### src/sv/pqs_pkg.sv
// Types, constants and codes shared by the priority queue store modules.
package pqs_pkg;

   // Default depth of the cell chain
   localparam int PQS_DEPTH = 16;
   localparam int DATA_W = 32;
   localparam int OCC_W = 5;

   // Operation codes
   typedef enum logic {
      CMD_INSERT = 1'b0,
      CMD_REMOVE = 1'b1
   } cmd_type;

   // Result status codes
   typedef enum logic [1:0] {
      STATUS_OK    = 2'd0,
      STATUS_FULL  = 2'd1,
      STATUS_EMPTY = 2'd2
   } status_type;

   // One request transaction
   typedef struct packed {
      cmd_type                  cmd;
      logic signed [DATA_W-1:0] entry_value;
      logic signed [DATA_W-1:0] entry_priority;
   } req_type;

   // One response transaction
   typedef struct packed {
      logic signed [DATA_W-1:0] out_value;
      logic signed [DATA_W-1:0] out_priority;
      logic                     out_valid;
      status_type               status;
      logic [OCC_W-1:0]         occupancy;
   } rsp_type;

   // Contents of one slot
   typedef struct packed {
      logic signed [DATA_W-1:0] value;
      logic signed [DATA_W-1:0] prio;
   } entry_type;

   // Command broadcast to every cell
   typedef struct packed {
      logic      insert;
      logic      remove;
      entry_type new_entry;
   } cell_ctl_type;

endpackage

### src/sv/pqs_cell.sv
// One slot of the sorted chain: holds an entry, shifts down on insert, up on remove.
module pqs_cell (
   input  logic                  clock,
   input  pqs_pkg::cell_ctl_type ctl,
   input  logic                  occupied,
   input  pqs_pkg::entry_type    above_entry,
   input  logic                  above_ge,
   input  pqs_pkg::entry_type    below_entry,
   output pqs_pkg::entry_type    entry,
   output logic                  ge
);

   pqs_pkg::entry_type entry_ff;
   pqs_pkg::entry_type entry_in;

   // New entry belongs here or above: slot free, or new priority not below ours
   assign ge = !occupied || (ctl.new_entry.prio >= entry_ff.prio);

   // Slot update: take the new entry at the boundary, shift down below it,
   // shift up on remove
   always_comb begin
      entry_in = entry_ff;
      if (ctl.insert) begin
         if (above_ge) begin
            entry_in = above_entry;
         end else if (ge) begin
            entry_in = ctl.new_entry;
         end
      end else if (ctl.remove) begin
         entry_in = below_entry;
      end
   end

   always_ff @(posedge clock) begin
      entry_ff <= entry_in;
   end

   assign entry = entry_ff;

endmodule

### src/sv/priority_queue_store_core.sv
// Top level of the priority queue store: control, count and a chain of sorted cells.
// A result appears in the cycle after its transaction is accepted.
// Throughput: one insert or remove per cycle; all cells compare and shift in the same cycle.
// busy stays low, so start is taken at every edge; the receiver cannot stall.
// Reset clears the entry count and the response strobe; slot contents are not cleared.
module priority_queue_store_core #(
   parameter int DEPTH = pqs_pkg::PQS_DEPTH
) (
   input  logic             clock,
   input  logic             reset,
   input  logic             start,
   output logic             busy,
   input  pqs_pkg::req_type req_data,
   output logic             rsp_strobe,
   output pqs_pkg::rsp_type rsp_data
);

   localparam int CNT_W = $clog2(DEPTH + 1);

   logic [CNT_W-1:0]      count_ff;
   logic [CNT_W-1:0]      count_in;
   logic                  rsp_strobe_ff;
   pqs_pkg::rsp_type      rsp_ff;
   pqs_pkg::rsp_type      rsp_in;
   logic                  accept;
   logic                  full;
   logic                  empty;
   logic                  do_ins;
   logic                  do_rem;
   pqs_pkg::cell_ctl_type ctl;
   pqs_pkg::entry_type    cell_entry [DEPTH];
   logic                  cell_ge [DEPTH];
   logic                  cell_occ [DEPTH];

   // Command decode
   assign busy   = 1'b0;
   assign accept = start && !busy;
   assign full   = (count_ff == CNT_W'(DEPTH));
   assign empty  = (count_ff == '0);
   assign do_ins = accept && (req_data.cmd == pqs_pkg::CMD_INSERT) && !full;
   assign do_rem = accept && (req_data.cmd == pqs_pkg::CMD_REMOVE) && !empty;

   assign ctl.insert          = do_ins;
   assign ctl.remove          = do_rem;
   assign ctl.new_entry.value = req_data.entry_value;
   assign ctl.new_entry.prio  = req_data.entry_priority;

   // Cell chain, slot 0 holds the highest priority
   for (genvar i = 0; i < DEPTH; i++) begin : g_cell
      assign cell_occ[i] = (CNT_W'(i) < count_ff);
      if (i == 0) begin : g_head
         pqs_cell u_cell (
            .clock       (clock),
            .ctl         (ctl),
            .occupied    (cell_occ[i]),
            .above_entry (ctl.new_entry),
            .above_ge    (1'b0),
            .below_entry (cell_entry[i+1]),
            .entry       (cell_entry[i]),
            .ge          (cell_ge[i])
         );
      end else if (i == DEPTH - 1) begin : g_tail
         pqs_cell u_cell (
            .clock       (clock),
            .ctl         (ctl),
            .occupied    (cell_occ[i]),
            .above_entry (cell_entry[i-1]),
            .above_ge    (cell_ge[i-1]),
            .below_entry (cell_entry[i]),
            .entry       (cell_entry[i]),
            .ge          (cell_ge[i])
         );
      end else begin : g_mid
         pqs_cell u_cell (
            .clock       (clock),
            .ctl         (ctl),
            .occupied    (cell_occ[i]),
            .above_entry (cell_entry[i-1]),
            .above_ge    (cell_ge[i-1]),
            .below_entry (cell_entry[i+1]),
            .entry       (cell_entry[i]),
            .ge          (cell_ge[i])
         );
      end
   end

   // Count and response next values
   always_comb begin
      count_in = count_ff;
      if (do_ins) begin
         count_in = count_ff + CNT_W'(1);
      end else if (do_rem) begin
         count_in = count_ff - CNT_W'(1);
      end
      rsp_in              = '0;
      rsp_in.status       = pqs_pkg::STATUS_OK;
      if (do_rem) begin
         rsp_in.out_value    = cell_entry[0].value;
         rsp_in.out_priority = cell_entry[0].prio;
         rsp_in.out_valid    = 1'b1;
      end else if (accept && (req_data.cmd == pqs_pkg::CMD_INSERT) && full) begin
         rsp_in.status = pqs_pkg::STATUS_FULL;
      end else if (accept && (req_data.cmd == pqs_pkg::CMD_REMOVE) && empty) begin
         rsp_in.status = pqs_pkg::STATUS_EMPTY;
      end
      rsp_in.occupancy = pqs_pkg::OCC_W'(count_in);
   end

   // Control registers
   always_ff @(posedge clock) begin
      if (reset) begin
         count_ff      <= '0;
         rsp_strobe_ff <= 1'b0;
      end else begin
         count_ff      <= count_in;
         rsp_strobe_ff <= accept;
      end
   end

   // Response payload
   always_ff @(posedge clock) begin
      if (accept) begin
         rsp_ff <= rsp_in;
      end
   end

   assign rsp_strobe = rsp_strobe_ff;
   assign rsp_data   = rsp_ff;

`ifndef SYNTHESIS
   a_count_bound: assert property (@(posedge clock) disable iff (reset)
      count_ff <= CNT_W'(DEPTH))
      else $error("entry count above depth");

   a_strobe_follows: assert property (@(posedge clock) disable iff (reset)
      accept |=> rsp_strobe_ff)
      else $error("accepted transaction gave no response");

   a_strobe_cause: assert property (@(posedge clock) disable iff (reset)
      rsp_strobe_ff |-> $past(accept))
      else $error("response without a transaction");

   a_valid_ok: assert property (@(posedge clock) disable iff (reset)
      (rsp_strobe_ff && rsp_ff.out_valid) |-> (rsp_ff.status == pqs_pkg::STATUS_OK))
      else $error("removed entry with error status");

   a_head_sorted: assert property (@(posedge clock) disable iff (reset)
      (count_ff >= CNT_W'(2)) |-> (cell_entry[0].prio >= cell_entry[1].prio))
      else $error("head cells out of order");

   a_remove_count: assert property (@(posedge clock) disable iff (reset)
      do_rem |=> (count_ff == $past(count_ff) - CNT_W'(1)))
      else $error("remove did not decrement count");
`endif

endmodule
### config.mk
export PLATFORM = sky130hd
export DESIGN_NAME = priority_queue_store_core
export DESIGN_NICKNAME = d
export VERILOG_FILES = /design/src/sv/pqs_pkg.sv /design/src/sv/pqs_cell.sv /design/src/sv/priority_queue_store_core.sv
export SDC_FILE = /design/constraint.sdc
export NUM_CORES = 2
export LEC_CHECK = 0
export BUFFER_PORTS_ARGS = -buffer_cell sky130_fd_sc_hd__buf_4
export CELL_PAD_IN_SITES_DETAIL_PLACEMENT = 2
export CELL_PAD_IN_SITES_GLOBAL_PLACEMENT = 2
export CORE_MARGIN = 4
export CORE_UTILIZATION = 40
export CTS_BUF_LIST = sky130_fd_sc_hd__clkbuf_8
export DETAILED_ROUTE_END_ITERATION = 6
export HOLD_SLACK_MARGIN = 0.05
export PLACE_DENSITY = 0.84
export SLEW_MARGIN = 20
export SYNTH_ARGS = -nofsm -noshare
export SYNTH_HDL_FRONTEND = slang
export SYNTH_HIERARCHICAL = 1
export SYNTH_SLANG_ARGS = --single-unit
### constraint.sdc
create_clock -name clock -period 5.55 [get_ports clock]
set_input_delay 0.555 -clock clock [delete_from_list [all_inputs] [get_ports clock]]
set_output_delay 0.555 -clock clock [all_outputs]
set_load 0.03 [all_outputs]
==> results.sh <==
export IMPL_dp_cells=8751
export IMPL_cts_htree_levels=4
export IMPL_finalPower_w=0.0285
export IMPL_clkLatencyLatePin_ns=0.99
export IMPL_maxSlewHeadroom_pct=24.5
export IMPL_grt_overflow=0
export IMPL_reg2reg_from="count_ff[0]"
export IMPL_die_area_sq_mm=0.179
export IMPL_initial_core_util_pct=40.4
export IMPL_path_class="reg -> reg"
export IMPL_crit_path_max_fanout=181
export IMPL_portBuffers=140
export IMPL_hold_class="in -> reg"
export IMPL_layout_drive_gt1_share_pct=7.89
export IMPL_final_nets=7322
export IMPL_cp_end_kind="register"
export IMPL_grt_pass1_wl_um=358000
export IMPL_grt_pass1_vias=58600
export IMPL_drt_iter0_drc=3830
export IMPL_ir_drop_mv=0.268
export IMPL_num_vias=53300
export IMPL_hold_viol=0
export IMPL_tightest_slew_ns=1.13
export IMPL_min_period_over_period_pct=84.3
export IMPL_fin_worst_skew_ns=0.0732
export IMPL_cellLeakagePower_nw=36.0
export IMPL_cts_setup_buffers=0
export IMPL_drv_cap=0
export IMPL_clkTransAtPathRegs_ns=0.07
export IMPL_ctsRootBufferMaster="clkbuf_8"
export IMPL_cts_buffers=198
export IMPL_holdWs_ns=0.174
export IMPL_syn_area_sq_mm=0.0687
export IMPL_tritoncts="yes"
export IMPL_slew_viol_final=0
export IMPL_wl_um=231000
export IMPL_postSynthAreaPerCell_sq_um=10.3
export IMPL_finalSetupViolations=0
export IMPL_grt_start_max_net_pins=265
export IMPL_crit_path_max_incr_delay_ns=0.77
export IMPL_yosysWarnings=6
export IMPL_powerDensity_mw_per_mm2=377
export IMPL_startpoint="count_ff[0]"
export IMPL_coreArea_sq_mm=0.170
export IMPL_route_detailed_drc=0
export IMPL_setup_tns_ns=0
export IMPL_instances_no_fill=9095
export IMPL_path_cells="inv_1, ha_1, nand4bb_1, nand2_1, inv_8, buf_12, buf_16, buf_4, nor2_1, a21oi_1"
export IMPL_status="finished, final reports clean"
export IMPL_rrSetupSlack_ns=0.87
export IMPL_drt_first_pass_iters=5
export IMPL_grtUsageTotal_pct=25.1
export IMPL_slowest_stage="buf_4"
export IMPL_hpwl_um=159000
export IMPL_clk_path_buf_depth=3
export IMPL_row_count=151
export IMPL_die_w_um=423
export IMPL_fmax_mhz=214
export IMPL_path_delay_family="buffers and inverters"
export IMPL_crit_arrival_ns=5.47
export IMPL_clock_sinks=1102
export IMPL_rsz0062_at_grt="no"
export IMPL_io_pins=142
export IMPL_wl_per_cell_um=25.4
export IMPL_area_growth_synth_to_final_pct=9.89
export IMPL_postSynthCellCount=6671
export IMPL_setup_worst_path_start_class="register"
export IMPL_antenna_found_initial=13
export IMPL_reg2reg_to="g_cell[5].g_mid.u_cell/entry[56]"
export IMPL_place_congestion=0.845
export IMPL_crit_path_end="g_cell[5].g_mid.u_cell/entry[56]"
export IMPL_period_needed_ns=4.68
export IMPL_crit_required_ns=6.34
export IMPL_dieHeight_um=423
export IMPL_routed_via_density=5.86
export IMPL_cp_num_cells=10
export IMPL_ant_nets=0
export IMPL_cts_resized=0
export IMPL_critPathBufInv=5
export IMPL_reg2regPathDepth=10
[registers in the layout (all words and copies together) (netlist names)]
signal	count
g_cell.g_head.u_cell/entry	64
count_ff	5
g_cell.g_tail.u_cell/entry	64
g_cell.g_mid.u_cell/entry	896
rsp_data	72
rsp_strobe	1
[power by group]
part           leakage [nW]  switching [W]  internal, W
clock network          2.00        0.00372      0.00344
logic                  23.6        0.00560      0.00309
registers              10.4        0.00125       0.0114
[through the flow]
step	instance area [sq um]	setup WS (ns)	utilization [%]
floorplan	68800	0.0132	-
global placement	72000	0.830	42.3
detailed placement	72000	0.729	42.3
CTS	75500	0.884	44.4
global route	75500	0.560	44.4
finish	75500	0.873	44.4
[worst min-delay path, stage by stage]
cell and delay [ns]:
buf_4 0.20, mux2i_1 0.16, a21oi_1 0.08
[worst min-delay path by stage]
| stage | from | to | depth (start not counted) |
|---|---|---|---|
| 2_1_floorplan | g_cell[0].g_head.u_cell/entry[32] | rsp_data[40] | 1 |
| 3_3_place_gp | g_cell[0].g_head.u_cell/entry[61] | rsp_data[69] | 1 |
| 3_5_place_dp | g_cell[0].g_head.u_cell/entry[57] | rsp_data[65] | 1 |
| 4_1_cts | req_data[58] | g_cell[0].g_head.u_cell/entry[58] | 3 |
| 5_1_grt | req_data[32] | g_cell[2].g_mid.u_cell/entry[32] | 3 |
| 6_report | req_data[58] | g_cell[0].g_head.u_cell/entry[58] | 3 |
[cell usage in the layout, fill, tap and decap left out, types with 4 or more instances in the layout]
master and n:
a21oi_1 1247, nor2_4 14, edfxtp_1 1096, clkinv_1 37
clkinv_2 12, inv_12 4, nor2b_1 22, clkbuf_8 204
and2_1 15, dlygate4sd3_1 4, a31oi_2 13, mux2i_1 1025
buf_4 218, o21ai_0 79, a221oi_2 14, dfxtp_1 6
a41o_1 14, nand3b_1 16, nand4_1 86, ha_1 516
nor3_1 18, and3_1 67, diode_2 7, nand2_1 163
inv_1 582, nand3_1 51, conb_1 4, buf_12 8
nor4_1 34, a2111o_1 13, nand4_2 14, nor2_1 1064
a21o_1 6, nand2b_1 32, and4_1 56, nor3b_1 15
o21ai_1 16, o211ai_1 18, or3b_4 15
[repair_timing]
item | 4_1_cts | 5_1_grt
endpoints found under the setup margin | 0 | 0
endpoints found under the hold margin | 24 | 0
hold buffers | 4 | 0
[layout make-up]
| cell class | instances | area, sq um |
|---|---|---|
| multi-input cells | 4686 | 32400 |
| repair buffers | 232 | 1880 |
| clock buffers | 204 | 2810 |
| flip-flops and latches | 1102 | 33000 |
| fillers | 17600 | 94500 |
| inverters | 518 | 1950 |
| clock inverters | 128 | 636 |
| well taps | 2218 | 2780 |
| diodes | 7 | 17.5 |
[metal layers]
layer | up-vias | routed length (um) | part of all wire (%) | GRT usage, %
met3 | 375 | 9990 | 4.3 | 3.42
met2 | 1249 | 109000 | 47 | 41.7
met5 | - | 62 | 0.027 | 0
met1 | 27200 | 106000 | 46 | 34.1
met4 | 10 | 5880 | 2.5 | 7.55
li1 | 24400 | - | - | -
(Power assumes the default switching activity.)
